===== src/hw/rtl/mrnp_pkg.sv =====
// ----------------------------------------------------------------------------
// mrnp_pkg
// Shared types, constants and the character classifier for the
// multi-radix number parser.
// ----------------------------------------------------------------------------
package mrnp_pkg;

  localparam int unsigned MAX_STRING_LEN = 256;
  // position counter holds 0..MAX_STRING_LEN
  localparam int unsigned POS_W = $clog2(MAX_STRING_LEN + 1);

  localparam logic [1:0] ST_OK    = 2'd0;
  localparam logic [1:0] ST_NONUM = 2'd1;
  localparam logic [1:0] ST_OVF   = 2'd2;

  localparam logic [31:0] DEC_LIMIT = 32'd429496729;
  localparam logic [31:0] HEX_MASK  = 32'hf000_0000;
  localparam logic [31:0] OCT_MASK  = 32'he000_0000;
  localparam logic [31:0] BIN_MASK  = 32'h8000_0000;

  typedef struct packed {
    logic [7:0] char_byte;
    logic       string_start;
    logic       string_end;
  } in_t;

  typedef struct packed {
    logic [31:0] value;
    logic [1:0]  status;
    logic [7:0]  stop_index;
  } out_t;

  typedef struct packed {
    logic       is_nul;
    logic       is_space;   // 0x01..0x20
    logic       is_zero;
    logic       is_x;
    logic       is_b;
    logic       is_dec;
    logic       is_nzdec;   // 1..9
    logic       is_oct;
    logic       is_bin;
    logic       is_hex;
    logic [3:0] digit;
  } cls_t;

  typedef struct packed {
    cls_t             cls;
    logic             start;
    logic             last;
    logic [POS_W-1:0] idx;
  } item_t;

  function automatic cls_t classify(input logic [7:0] c);
    cls_t r;
    r          = '0;
    r.is_nul   = (c == 8'h00);
    r.is_space = (c != 8'h00) && (c <= 8'h20);
    r.is_zero  = (c == 8'h30);
    r.is_x     = (c == 8'h78) || (c == 8'h58);
    r.is_b     = (c == 8'h62) || (c == 8'h42);
    r.is_dec   = (c >= 8'h30) && (c <= 8'h39);
    r.is_nzdec = (c >= 8'h31) && (c <= 8'h39);
    r.is_oct   = (c >= 8'h30) && (c <= 8'h37);
    r.is_bin   = (c == 8'h30) || (c == 8'h31);
    if (r.is_dec) begin
      r.is_hex = 1'b1;
      r.digit  = c[3:0];
    end else if ((c >= 8'h41 && c <= 8'h46) || (c >= 8'h61 && c <= 8'h66)) begin
      r.is_hex = 1'b1;
      r.digit  = c[3:0] + 4'd9;
    end
    return r;
  endfunction

endpackage


===== src/hw/rtl/multi_radix_number_parser.sv =====
// ----------------------------------------------------------------------------
// multi_radix_number_parser
// Streams a string byte by byte and parses one unsigned 32-bit number
// (hex 0x, octal 0, binary b, or decimal) with status and stop index.
//
//   channel | direction | handshake           | payload
//   --------+-----------+---------------------+-------------------------------
//   in_     | input     | in_valid/in_ready   | char_byte, string_start, end
//   out_    | output    | out_valid/out_ready | value, status, stop_index
//
// One character per cycle while no result is held by out_ready low; the byte that
// ends the number reaches the output through a queue entry, then the output register.
// The two-entry queue lets the classifier keep accepting while a result waits.
// A result held by out_ready low stalls the parser; the queue fills and then
// drops in_ready.
// rst_n is synchronous: parser returns to skipping spaces, position to zero.
// ----------------------------------------------------------------------------
module multi_radix_number_parser (
  input  logic           clk,
  input  logic           rst_n,
  input  logic           in_valid,
  output logic           in_ready,
  input  mrnp_pkg::in_t  in_data,
  output logic           out_valid,
  input  logic           out_ready,
  output mrnp_pkg::out_t out_data
);
  import mrnp_pkg::*;

  logic  push, pop, q_full, q_not_empty;
  item_t push_item, head;

  mrnp_front u_front (
    .clk       (clk),
    .rst_n     (rst_n),
    .in_valid  (in_valid),
    .in_ready  (in_ready),
    .in_data   (in_data),
    .push      (push),
    .push_item (push_item),
    .q_full    (q_full)
  );

  mrnp_fifo u_fifo (
    .clk       (clk),
    .rst_n     (rst_n),
    .push      (push),
    .push_item (push_item),
    .full      (q_full),
    .pop       (pop),
    .not_empty (q_not_empty),
    .head      (head)
  );

  mrnp_back u_back (
    .clk       (clk),
    .rst_n     (rst_n),
    .not_empty (q_not_empty),
    .head      (head),
    .pop       (pop),
    .out_valid (out_valid),
    .out_ready (out_ready),
    .out_data  (out_data)
  );

endmodule


===== src/hw/rtl/mrnp_front.sv =====
// ----------------------------------------------------------------------------
// mrnp_front
// Accepts characters, tracks the string position and classifies each byte.
// ----------------------------------------------------------------------------
module mrnp_front (
  input  logic                 clk,
  input  logic                 rst_n,
  input  logic                 in_valid,
  output logic                 in_ready,
  input  mrnp_pkg::in_t        in_data,
  output logic                 push,
  output mrnp_pkg::item_t      push_item,
  input  logic                 q_full
);
  import mrnp_pkg::*;

  logic [POS_W-1:0] pos_r, pos_nxt;
  logic [POS_W-1:0] idx;
  logic             over;
  logic [7:0]       c_eff;

  assign in_ready = !q_full;
  assign push     = in_valid && in_ready;

  always_comb begin
    idx   = in_data.string_start ? '0 : pos_r;
    over  = (32'(idx) >= MAX_STRING_LEN);
    // bytes past the maximum length read as terminator
    c_eff = over ? 8'h00 : in_data.char_byte;
    pos_nxt = over ? idx : idx + POS_W'(1);
    push_item.cls   = classify(c_eff);
    push_item.start = in_data.string_start;
    push_item.last  = in_data.string_end;
    push_item.idx   = idx;
  end

  always_ff @(posedge clk) begin
    if (!rst_n) begin
      pos_r <= '0;
    end else if (push) begin
      pos_r <= pos_nxt;
    end
  end

endmodule


===== src/hw/rtl/mrnp_fifo.sv =====
// ----------------------------------------------------------------------------
// mrnp_fifo
// Two-entry queue between the classifier and the parser.
// ----------------------------------------------------------------------------
module mrnp_fifo (
  input  logic            clk,
  input  logic            rst_n,
  input  logic            push,
  input  mrnp_pkg::item_t push_item,
  output logic            full,
  input  logic            pop,
  output logic            not_empty,
  output mrnp_pkg::item_t head
);
  import mrnp_pkg::*;

  item_t      mem [2];
  logic       wr_r, rd_r;
  logic [1:0] cnt_r, cnt_nxt;

  assign full      = (cnt_r == 2'd2);
  assign not_empty = (cnt_r != 2'd0);
  assign head      = mem[rd_r];

  always_comb begin
    cnt_nxt = cnt_r;
    if (push && !pop) begin
      cnt_nxt = cnt_r + 2'd1;
    end else if (pop && !push) begin
      cnt_nxt = cnt_r - 2'd1;
    end
  end

  always_ff @(posedge clk) begin
    if (push) begin
      mem[wr_r] <= push_item;
    end
  end

  always_ff @(posedge clk) begin
    if (!rst_n) begin
      wr_r  <= 1'b0;
      rd_r  <= 1'b0;
      cnt_r <= 2'd0;
    end else begin
      if (push) wr_r <= !wr_r;
      if (pop)  rd_r <= !rd_r;
      cnt_r <= cnt_nxt;
    end
  end

  a_no_overflow: assert property (@(posedge clk) disable iff (!rst_n)
    full |-> !push)
    else $error("queue written while full");

  a_no_underflow: assert property (@(posedge clk) disable iff (!rst_n)
    pop |-> not_empty)
    else $error("queue read while empty");

endmodule


===== src/hw/rtl/mrnp_back.sv =====
// ----------------------------------------------------------------------------
// mrnp_back
// Radix state machine and accumulator; one classified byte per cycle unless a
// held result waits on out_ready; the result is held in an output register.
// ----------------------------------------------------------------------------
module mrnp_back (
  input  logic            clk,
  input  logic            rst_n,
  input  logic            not_empty,
  input  mrnp_pkg::item_t head,
  output logic            pop,
  output logic            out_valid,
  input  logic            out_ready,
  output mrnp_pkg::out_t  out_data
);
  import mrnp_pkg::*;

  typedef enum logic [2:0] {
    PH_SKIP, PH_ZERO, PH_HEX_FIRST, PH_HEX, PH_OCT, PH_BIN_FIRST, PH_BIN, PH_DEC
  } phase_t;

  localparam logic [POS_W:0] IDX_ONE = (POS_W + 1)'(1);

  phase_t         phase_r, ph, nph;
  logic [31:0]    acc_r, acc, nacc;
  logic           sent_r, sent, sent_nxt;
  logic           out_valid_r;
  out_t           out_r;
  logic           res;
  logic [31:0]    rval;
  logic [1:0]     rst_code;
  logic [POS_W:0] ridx;
  logic [7:0]     stop_sat;
  cls_t           cl;

  assign pop       = not_empty && (!out_valid_r || out_ready);
  assign out_valid = out_valid_r;
  assign out_data  = out_r;

  always_comb begin
    cl       = head.cls;
    ph       = head.start ? PH_SKIP : phase_r;
    acc      = head.start ? 32'd0 : acc_r;
    sent     = head.start ? 1'b0 : sent_r;
    nph      = ph;
    nacc     = acc;
    res      = 1'b0;
    rval     = 32'd0;
    rst_code = ST_OK;
    ridx     = {1'b0, head.idx};
    if (!sent) begin
      unique case (ph)
        PH_SKIP: begin
          if (cl.is_nul) begin
            res = 1'b1; rst_code = ST_NONUM; ridx = '0;
          end else if (cl.is_space) begin
            nph = PH_SKIP;
          end else if (cl.is_zero) begin
            nph = PH_ZERO;
          end else if (cl.is_b) begin
            nph = PH_BIN_FIRST;
          end else if (cl.is_nzdec) begin
            nacc = {28'd0, cl.digit};
            nph  = PH_DEC;
          end else begin
            res = 1'b1; rst_code = ST_NONUM; ridx = '0;
          end
        end
        PH_ZERO: begin
          if (cl.is_x) begin
            nph = PH_HEX_FIRST;
          end else if (cl.is_oct) begin
            nacc = {28'd0, cl.digit};
            nph  = PH_OCT;
          end else begin
            res = 1'b1;
          end
        end
        PH_HEX_FIRST: begin
          if (cl.is_hex) begin
            nacc = {28'd0, cl.digit};
            nph  = PH_HEX;
          end else begin
            res = 1'b1; rst_code = ST_NONUM; ridx = '0;
          end
        end
        PH_HEX: begin
          if (!cl.is_hex) begin
            res = 1'b1; rval = acc;
          end else if ((acc & HEX_MASK) != 32'd0) begin
            res = 1'b1; rst_code = ST_OVF; ridx = '0;
          end else begin
            nacc = {acc[27:0], cl.digit};
          end
        end
        PH_OCT: begin
          if (!cl.is_oct) begin
            res = 1'b1; rval = acc;
          end else if ((acc & OCT_MASK) != 32'd0) begin
            res = 1'b1; rst_code = ST_OVF; ridx = '0;
          end else begin
            nacc = {acc[28:0], cl.digit[2:0]};
          end
        end
        PH_BIN_FIRST: begin
          if (cl.is_bin) begin
            nacc = {31'd0, cl.digit[0]};
            nph  = PH_BIN;
          end else begin
            res = 1'b1; rst_code = ST_NONUM; ridx = '0;
          end
        end
        PH_BIN: begin
          if (!cl.is_bin) begin
            res = 1'b1; rval = acc;
          end else if ((acc & BIN_MASK) != 32'd0) begin
            res = 1'b1; rst_code = ST_OVF; ridx = '0;
          end else begin
            nacc = {acc[30:0], cl.digit[0]};
          end
        end
        PH_DEC: begin
          if (!cl.is_dec) begin
            res = 1'b1; rval = acc;
          end else if (acc > DEC_LIMIT || (acc == DEC_LIMIT && cl.digit > 4'd5)) begin
            res = 1'b1; rst_code = ST_OVF; ridx = '0;
          end else begin
            nacc = {acc[28:0], 3'd0} + {acc[30:0], 1'b0} + {28'd0, cl.digit};
          end
        end
        default: begin
          nph = PH_SKIP;
          res = 1'b1; rst_code = ST_NONUM; ridx = '0;
        end
      endcase
      // implied terminator after the last byte of the string
      if (!res && head.last) begin
        res = 1'b1;
        unique case (nph)
          PH_ZERO: begin
            rval = 32'd0; ridx = {1'b0, head.idx} + IDX_ONE;
          end
          PH_HEX, PH_OCT, PH_BIN, PH_DEC: begin
            rval = nacc; ridx = {1'b0, head.idx} + IDX_ONE;
          end
          default: begin
            rst_code = ST_NONUM; ridx = '0;
          end
        endcase
      end
    end
    sent_nxt = sent || res || head.last;
    stop_sat = (ridx > (POS_W + 1)'(255)) ? 8'hff : ridx[7:0];
  end

  always_ff @(posedge clk) begin
    if (!rst_n) begin
      phase_r     <= PH_SKIP;
      acc_r       <= 32'd0;
      sent_r      <= 1'b0;
      out_valid_r <= 1'b0;
    end else begin
      if (pop) begin
        phase_r <= nph;
        acc_r   <= nacc;
        sent_r  <= sent_nxt;
      end
      if (pop && res) begin
        out_valid_r      <= 1'b1;
        out_r.value      <= rval;
        out_r.status     <= rst_code;
        out_r.stop_index <= stop_sat;
      end else if (out_ready) begin
        out_valid_r <= 1'b0;
      end
    end
  end

  a_fail_zero: assert property (@(posedge clk) disable iff (!rst_n)
    (out_valid_r && out_r.status != ST_OK) |-> (out_r.value == 32'd0 && out_r.stop_index == 8'd0))
    else $error("failed result carries nonzero value or index");

  a_one_result: assert property (@(posedge clk) disable iff (!rst_n)
    (pop && res) |=> sent_r)
    else $error("result emitted but string not closed");

endmodule

===== config.mk =====
export PLATFORM = sky130hd
export DESIGN_NAME = multi_radix_number_parser
export DESIGN_NICKNAME = d
export VERILOG_FILES = /design/src/hw/rtl/mrnp_pkg.sv /design/src/hw/rtl/multi_radix_number_parser.sv /design/src/hw/rtl/mrnp_front.sv /design/src/hw/rtl/mrnp_fifo.sv /design/src/hw/rtl/mrnp_back.sv
export SDC_FILE = /design/constraint.sdc
export NUM_CORES = 1
export LEC_CHECK = 0
export BUFFER_PORTS_ARGS = -buffer_cell sky130_fd_sc_hd__buf_2
export CAP_MARGIN = 20
export CELL_PAD_IN_SITES_DETAIL_PLACEMENT = 1
export CELL_PAD_IN_SITES_GLOBAL_PLACEMENT = 2
export CORE_UTILIZATION = 42
export CTS_BUF_LIST = sky130_fd_sc_hd__clkbuf_4 sky130_fd_sc_hd__clkbuf_8 sky130_fd_sc_hd__clkbuf_16
export DETAILED_ROUTE_END_ITERATION = 8
export GPL_TIMING_DRIVEN = 0
export PLACE_DENSITY_LB_ADDON = 0.1
export SYNTH_ARGS = -nofsm -noshare
export SYNTH_HDL_FRONTEND = slang
export SYNTH_SLANG_ARGS = --single-unit

===== constraint.sdc =====
create_clock -name clk -period 11.4 [get_ports clk]
set_clock_uncertainty 0.05 [all_clocks]
set_input_delay 2.28 -clock clk [delete_from_list [all_inputs] [get_ports clk]]
set_output_delay 2.28 -clock clk [all_outputs]
set_load 0.01 [all_outputs]

==> results.ini <==
[worst_setup_path]
crit_buf_inv=6
critical_path_cell_count=20
cp.arrival_ns=6.99
slowest_stage=clkbuf_1
crit_top_cell=clkbuf_1
cp_top_family=buffers and inverters
crit_type=reg2reg
worst-endpoint-required_ns=11.50
crit_chain=buf_6, mux2i_2, buf_4, clkbuf_1, clkbuf_1, clkbuf_1, nand2_1, inv_1, ha_1, a31o_2, ha_1, nor2b_1, o31a_1, o31ai_1, a211oi_1, nor2_1, o211ai_1, xor2_1, a22oi_1, o32ai_2
crit_fanout=10
r2r_cells=20
worstSetupStartpointType=flop
worstSetupEndpointType=flop
max_stage_delay_ns=0.61

[status]
outcome=completed

[job]
maxCapViolCount=0

[placed_design]
place.gp.congestion=0.925
port_buffers=56
place_hpwl_um=26900
place_area_um2=10900

[synth]
synth_edf_count=92
synth.area.top_cells=edfxtp_1, dfxtp_1, ha_1
synthFlopType=edfxtp_1
yosys_warnings=0
synth_area_per_cell_um2=8.99
async_flop_share_pct=0
yosys.area.top_type_share_pct=27.2
ys_ff_latch=143
ys_seq_area_share_pct=37.3
synth_nets=1210
yosysTopAreaCell=edfxtp_1
synth_top_cells_by_count=a21oi_1, nor2_1, edfxtp_1, nand2_1, o21ai_0
yosysMostFrequentCell=a21oi_1
synth_area_um2=10100
synth_cell_types=86
syn_inst=1128

[min_path]
hold_class=reg2reg
whs_path_depth=2

[floorplan]
die_w_um=157
coreArea_um2=23500
ios=58
row_count=56
fp.dieH_um=157
die-area_um2=24800
initial_core_util_pct=43.1

[layout]
num_antenna_cells=0
area_delta_synth_final_pct=13.1
fill_cells=2804
nets=1288
final_area_um2=11500
drive_gt1_share_pct=13.3

[grt]
antenna_found_initial=0
grt_pass1_wl_um=55000
grt_pass1_vias=9575
grt-ovfl-total=0
grt_max_degree=27
gr-usage-all-layers_pct=29.7

[timing]
slew_viol_final=0
max_freq_mhz=145
finalHoldViolations=0
timing.slew.headroom_pct=32.0
period_needed_ns=6.89
setup_viol=0
timing.final.crit_share_pct=60.5
grt_setup_unrepaired=false
whs_ns=0.452
finalSetupTns_ns=0
worst_pin_slew_ns=1.02

[drt]
wl_um=35500
dr.pass1.iters=6
routed_via_density=6.24
avgRoutedWirePerCell_um=23.1
first_iter_violations=774
route.detailed.drc=0
final_antenna_net_count=0
route.vias.total=9590

[cts]
clk_pin_slew_worst_paths_ns=0.07
cts_root_buf=clkbuf_16
postCtsSetupRepairBufs=0
htreeDepth=4
clk_latency_ns=0.44
clock_path_buffers=2
cts_hold_buf=0
cts_tree=yes
numCtsBuffers=17
cts_sinks=143
ctsResizeCount=0

[pwr]
p_leak_uw=0.00449
ir_drop_uv=90.9
powerDensity_nw_per_um2=252

==> report_power, final <==
group	switching, uW	total, uW	internal [uW]
clock network	270	567	297
registers	106	818	712
logic	1000	1500	497
total	1380	2890	1510
==> per-stage QoR <==
| stage | util, % | power (uW) | std cells | setup slack (ns) |
|---|---|---|---|---|
| after floorplan | - | 1810 | 1128 | 5.84 |
| after global routing | 48.7 | 3060 | 1538 | 4.13 |
| after CTS | 48.7 | 2870 | 1538 | 4.54 |
| after detailed placement | 46.3 | 2300 | 1506 | 4.56 |
| final | 48.7 | 2890 | 1538 | 4.51 |
| after global placement | 46.0 | 2260 | 1503 | 3.81 |
==> placed cells by master, fill, tap and decap left out, drive strengths merged, types with 11 or more instances in the layout <==
master and n:
o21a 11, inv 63, a222oi 11, o221ai 11, xor2 20, a21o 13
mux2i 16, dfxtp 51, buf 74, mux2 11, a211oi 21, edfxtp 92
nor2 97, nor3 28, a21oi 100, nand4 13, a22oi 14, nand3 30
o21ai 84, ha 67, clkbuf 65, nand2 93, xnor2 16, o22ai 38
and3 13, o211ai 16, nor2b 17
==> routing by layer <==
metal / GRT usage [%] / routed length [um] / share of wire [%] / vias to the layer above
met5: 0 / 0 / 0 / -
met4: 8.60 / 687 / 1.9 / 0
met3: 5.07 / 2230 / 6.3 / 48
met2: 46.6 / 16000 / 45 / 315
met1: 41.5 / 16600 / 47 / 4767
li1: - / - / - / 4460
==> logic make-up after synthesis <==
| logic type | synth area share, % |
|---|---|
| compound gates | 26.3 |
| mux | 2.88 |
| fa+ha+maj | 8.46 |
| simple gates | 17.2 |
| buf+inv | 4.78 |
| flops | 37.3 |
| xor+xnor | 3.11 |
==> worst min-delay path, stage by stage (launching register included) <==
cell and delay (ns):
dfxtp_1 0.31, nand2b_1 0.08, a21oi_1 0.06
==> state kept, by name, indices dropped and copies added, names as in the netlist, named ones only <==
signal            cells
u_back.acc_r         32
u_back.out_data      42
u_back.out_valid      1
u_back.phase_r        3
u_back.sent_r         1
u_fifo.cnt_r          2
u_fifo.mem           50
u_fifo.rd_r           1
u_fifo.wr_r           1
u_front.pos_r         9
==> area by class of cell <==
type | instances | area [um^2] | area share [%]
inverters | 52 | 195 | 1.70
flip-flops and latches | 143 | 3780 | 33.0
plain buffers | 62 | 289 | 2.52
well taps | 319 | 399 | 3.48
clock buffers | 18 | 439 | 3.83
clock inverters | 14 | 133 | 1.16
repair buffers | 59 | 335 | 2.93
multi-input cells | 871 | 5890 | 51.4
==> worst paths after layout <==
kind	startpoint	end	slack, ns
worst min register to register	u_back.out_valid$_SDFFE_PN0P_	u_back.out_valid$_SDFFE_PN0P_	0.45
worst max register to register	flop	u_back.out_data[34]$_SDFFCE_PP0P_	4.51
worst min-delay path	u_back.out_valid$_SDFFE_PN0P_	u_back.out_valid$_SDFFE_PN0P_	0.45
worst max-delay path	flop	u_back.out_data[34]$_SDFFCE_PP0P_	4.51
Note: power is estimated with default switching activity, not from simulation.
